### config.mk
export PLATFORM = sky130hd
export DESIGN_NAME = k_wms_ram
export DESIGN_NICKNAME = d
export VERILOG_FILES = /design/src/hdl/k_window_max_sum_dp_core_assert.svh /design/src/hdl/k_wms_ram.sv
export SDC_FILE = /design/constraint.sdc
export NUM_CORES = 1
export LEC_CHECK = 0
export BUFFER_PORTS_ARGS = -buffer_cell sky130_fd_sc_hd__buf_2
export CORE_ASPECT_RATIO = 1.2
export CORE_MARGIN = 2
export CORE_UTILIZATION = 50
export CTS_CLUSTER_DIAMETER = 100
export DETAILED_ROUTE_END_ITERATION = 7
export HOLD_SLACK_MARGIN = 0.05
export PLACE_DENSITY_LB_ADDON = 0.2
export SYNTH_ARGS = -nofsm -noshare
export SYNTH_HDL_FRONTEND = slang
export SYNTH_SLANG_ARGS = --single-unit
### constraint.sdc
create_clock -name i_clk -period 5.05 [get_ports i_clk]
set_clock_uncertainty 0.2 [all_clocks]
set_input_delay 1.01 -clock i_clk [delete_from_list [all_inputs] [get_ports i_clk]]
set_output_delay 1.01 -clock i_clk [all_outputs]
set_load 0.1 [all_outputs]
### src/hdl/k_window_max_sum_dp_core_assert.svh
// ---------------------------------------------------------------------------
// k_window_max_sum_dp_core assertion macros
// Clocked property helpers used by the core RTL file.
// ---------------------------------------------------------------------------
`ifndef K_WINDOW_MAX_SUM_DP_CORE_ASSERT_SVH
`define K_WINDOW_MAX_SUM_DP_CORE_ASSERT_SVH

// same-cycle implication
`define KWMS_ASSERT_IMP(label, clk, rst_n, ante, cons) \
    label: assert property (@(posedge clk) disable iff (!rst_n) (ante) |-> (cons)) \
        else $error("kwms assertion failed");

// next-cycle implication
`define KWMS_ASSERT_NXT(label, clk, rst_n, ante, cons) \
    label: assert property (@(posedge clk) disable iff (!rst_n) (ante) |=> (cons)) \
        else $error("kwms assertion failed");

// fixed-delay implication
`define KWMS_ASSERT_DLY(label, clk, rst_n, ante, dly, cons) \
    label: assert property (@(posedge clk) disable iff (!rst_n) (ante) |-> ##dly (cons)) \
        else $error("kwms assertion failed");

`endif

### src/hdl/k_wms_ram.sv
// ---------------------------------------------------------------------------
// k_wms_ram
// Generic single-write, single-read RAM with registered read data.
// ---------------------------------------------------------------------------
`timescale 1ns / 1ps

module k_wms_ram #(
    parameter int WIDTH = 8,
    parameter int DEPTH = 16
) (
    input  logic                     i_clk,
    input  logic                     i_we,
    input  logic [$clog2(DEPTH)-1:0] i_waddr,
    input  logic [WIDTH-1:0]         i_wdata,
    input  logic                     i_re,
    input  logic [$clog2(DEPTH)-1:0] i_raddr,
    output logic [WIDTH-1:0]         o_rdata
);

    logic [WIDTH-1:0] r_mem [DEPTH];

    always_ff @(posedge i_clk) begin
        if (i_we) begin
            r_mem[i_waddr] <= i_wdata;
        end
        if (i_re) begin
            o_rdata <= r_mem[i_raddr];
        end
    end

endmodule

==> metrics.txt <==
# TYPE chip_impl_metric gauge
chip_impl_info{name="status",value="finished clean"} 1
chip_impl_metric{name="dr.pass1.iters",unit=""} 6
chip_impl_info{name="synthDominantAreaCellType",value="sky130_fd_sc_hd__edfxtp_1"} 1
chip_impl_metric{name="cts_htree_levels",unit=""} 4
chip_impl_info{name="rsz0062_at_grt",value="false"} 1
chip_impl_metric{name="cts.repair_timing.setup_buffer_count",unit=""} 0
chip_impl_metric{name="worst_hold_path.num_cells",unit=""} 3
chip_impl_metric{name="post_detailed_placement_cell_area",unit="sq um"} 5450
chip_impl_info{name="min-delay-path-class",value="reg -> reg"} 1
chip_impl_metric{name="worst_ep_arrival_time",unit="ps"} 2870
chip_impl_metric{name="place_congestion",unit=""} 0.722
chip_impl_metric{name="design.die.area",unit="sq um"} 11300
chip_impl_metric{name="clock_insertion_delay_worst_skew",unit="ps"} 420
chip_impl_metric{name="layout.cells.non_filler",unit=""} 405
chip_impl_metric{name="worst_slew_pin_slew",unit="ps"} 1070
chip_impl_metric{name="layout-area-overhead-vs-synth",unit="%"} 16.9
chip_impl_metric{name="final_net_count",unit=""} 285
chip_impl_metric{name="min_period_over_period",unit="%"} 57.6
chip_impl_metric{name="floorplan.die.height",unit="microns"} 116
chip_impl_metric{name="post_cts_hold_buffer_count",unit=""} 0
chip_impl_metric{name="area_of_the_multi_input_gates",unit="sq um"} 1070
chip_impl_metric{name="numCtsBuffers",unit=""} 17
chip_impl_info{name="cts_root_buf",value="sky130_fd_sc_hd__clkbuf_16"} 1
chip_impl_metric{name="global_route.usage.total",unit="%"} 19.3
chip_impl_metric{name="wirelength",unit="mm"} 9.96
chip_impl_metric{name="gr-usage-met3",unit="%"} 6.57
chip_impl_metric{name="start_util",unit="%"} 51.7
chip_impl_metric{name="viasPerCell",unit=""} 5.95
chip_impl_metric{name="tns",unit="ps"} 0
chip_impl_metric{name="yosysUniqueCellTypes",unit=""} 18
chip_impl_metric{name="max_cap_violations",unit=""} 0
chip_impl_metric{name="required",unit="ps"} 5010
chip_impl_metric{name="dr_total_vias",unit=""} 2410
chip_impl_metric{name="powerDensity",unit="nW/um^2"} 457
chip_impl_metric{name="power.clock.fraction",unit="%"} 48.9
chip_impl_metric{name="fill_cells",unit=""} 723
chip_impl_metric{name="fin_area",unit="sq um"} 6110
chip_impl_metric{name="yosys_register_bits",unit=""} 136
chip_impl_metric{name="layout-drive-gt1-share",unit="%"} 28.0
chip_impl_info{name="worst_setup_path_end_kind",value="flip-flop"} 1
chip_impl_metric{name="clock_path_buffers",unit=""} 2
chip_impl_metric{name="p_leak",unit="nW"} 2.04
chip_impl_metric{name="port_buffers",unit=""} 26
chip_impl_metric{name="wire_length_of_the_first_global_routing_pass",unit="mm"} 15.0
chip_impl_metric{name="slew_violations",unit=""} 0
chip_impl_metric{name="maximum_number_of_pins_on_one_net_before_global_route_repair",unit=""} 33
chip_impl_metric{name="syn_avg_cell_area",unit="sq um"} 22.8
chip_impl_metric{name="netlist_instances",unit=""} 229
chip_impl_metric{name="grt_use_met1",unit="%"} 25.7
chip_impl_info{name="synth_top_cells_by_area",value="sky130_fd_sc_hd__edfxtp_1 78%, sky130_fd_sc_hd__mux4_2 7.8%, sky130_fd_sc_hd__mux4_1 7.0%"} 1
chip_impl_info{name="tritoncts",value="done"} 1
chip_impl_metric{name="first_global_vias",unit=""} 2509
chip_impl_metric{name="cts_resized",unit=""} 0
chip_impl_info{name="critical_path.startpoint_type",value="primary input"} 1
chip_impl_metric{name="finalHoldViolCount",unit=""} 0
chip_impl_metric{name="total_power",unit="mW"} 2.79
chip_impl_metric{name="seqPwrFrac",unit="%"} 45.8
chip_impl_metric{name="syn-num-nets",unit=""} 248
chip_impl_metric{name="initialDrtViolationCount",unit=""} 234
chip_impl_metric{name="yosysSeqAreaShare",unit="%"} 78.1
chip_impl_metric{name="global_route.overflow_total",unit=""} 0
chip_impl_metric{name="fmaxAchievable",unit="MHz"} 344
chip_impl_info{name="timing_worst_setup_path_type",value="in -> reg"} 1
chip_impl_metric{name="worst_ir_drop_on_vdd",unit="uV"} 340
chip_impl_metric{name="netSwitchingFraction",unit="%"} 19.8
chip_impl_metric{name="rows",unit=""} 40
chip_impl_metric{name="dieWidth",unit="microns"} 97.3
chip_impl_metric{name="antenna_found_initial",unit=""} 0
chip_impl_metric{name="internal-power",unit="mW"} 2.24
chip_impl_metric{name="pin_count",unit=""} 27
chip_impl_metric{name="detail_route.wl_per_cell",unit="microns"} 24.6
chip_impl_metric{name="power.switching",unit="mW"} 0.554
chip_impl_metric{name="synth.top_cell.area_share",unit="%"} 78.1
chip_impl_metric{name="ys_warn_count",unit=""} 0
chip_impl_metric{name="critical_path.max_fanout",unit=""} 32
chip_impl_metric{name="core_area",unit="sq um"} 10100
chip_impl_metric{name="netlist_area_pre_place",unit="sq um"} 5230
chip_impl_metric{name="cts.reportedPaths.clkPinSlew",unit="ps"} 60
chip_impl_metric{name="place_inst",unit=""} 373
chip_impl_metric{name="antenna_cells_inserted",unit=""} 0
chip_impl_metric{name="drcViolationCount",unit=""} 0
chip_impl_metric{name="timing.final.crit_period",unit="ps"} 2910
chip_impl_metric{name="timing.final.setup_violations",unit=""} 0
chip_impl_metric{name="footprint_of_the_flip_flops_and_latches",unit="sq um"} 4080
chip_impl_metric{name="use_met2",unit="%"} 30.6
chip_impl_info{name="gr-max-usage-layer",value="met2"} 1
chip_impl_metric{name="timing.slew.headroom",unit="%"} 28.9
chip_impl_metric{name="drtAntennaViolNets",unit=""} 0
chip_impl_info{name="layout.cells.most_common",value="sky130_fd_sc_hd__edfxtp_1"} 1
chip_impl_metric{name="place.detailed.hpwl",unit="mm"} 5.95
chip_impl_info{name="mostFrequentLayoutCells",value="136 x sky130_fd_sc_hd__edfxtp_1, 26 x sky130_fd_sc_hd__buf_2, 18 x sky130_fd_sc_hd__mux4_2, 17 x sky130_fd_sc_hd__clkbuf_16, 16 x sky130_fd_sc_hd__a22oi_1"} 1
chip_impl_metric{name="cts_num_sinks",unit=""} 136
chip_impl_metric{name="worst_r2r_path_depth",unit=""} 3
chip_impl_metric{name="fin_hold_ws",unit="ps"} 543
chip_impl_metric{name="power.combinational.fraction",unit="%"} 5.3
-- power groups by stage --
stage / sequential, mW / combinational, mW / clock [mW]
after CTS: 1.28 / 0.151 / 1.38
after detailed placement: 1.30 / 0.150 / 0
final: 1.28 / 0.149 / 1.36
after global routing: 1.28 / 0.158 / 1.43
after floorplan: 1.34 / 0.0642 / 0
after global placement: 1.30 / 0.149 / 0
-- cells by family (layout without fill, tap and decap cells) --
| logic type | count (synthesis) | count (layout) | synth area share [%] |
|---|---|---|---|
| compound gates | 16 | 16 | 2.30 |
| buf+inv | 10 | 60 | 1.65 |
| flops | 136 | 136 | 78.1 |
| mux | 32 | 32 | 14.8 |
| simple gates | 35 | 35 | 3.14 |
-- metal layers --
layer,vias to the layer above,wire length (microns)
met4,0,137
met5,-,0
met3,11,704
met1,1246,4250
met2,91,4870
li1,1062,-
-- through the flow --
step                      worst slack [ps]  utilization, %
after floorplan                       2350               -
after global placement                1640            53.9
after detailed placement              1680            53.9
after CTS                             2090            60.5
after global routing                  2010            60.5
final                                 2140            60.5
-- cell type report --
class	count	area share (%)
multi-input cells	83	17.5
well taps	126	2.58
flip-flops and latches	136	66.8
repair buffers	28	2.37
clock inverters	13	3.70
clock buffers	19	7.08
-- worst max-delay path: stages --
cell and delay, ps:
sky130_fd_sc_hd__buf_2 790, sky130_fd_sc_hd__mux4_1 670, sky130_fd_sc_hd__a22oi_1 280, sky130_fd_sc_hd__nand2_1 90
-- cells in the mapped netlist, drive strengths merged --
cell and instances:
a22oi 16, and2 1, and2b 1, buf 7
clkdlybuf4s25 3, edfxtp 136, mux4 32, nand2 9
nand2b 2, nand3 1, nand3b 2, nor2 13
nor2b 1, nor3 4, or3b 1
-- sequential cells by signal, summed over array words and instances, names as in the netlist --
signal / flops
r_mem: 128
o_rdata: 8
-- final timing paths --
kind,startpoint,to,slack [ps]
hold / removal,r_mem[6][6],o_rdata[6],540
setup / recovery,i_raddr[0],o_rdata[4],2140
setup reg to reg,r_mem[9][4],o_rdata[4],3340
hold reg to reg,r_mem[6][6],o_rdata[6],540
Note: power is estimated with default switching activity, not from simulation.
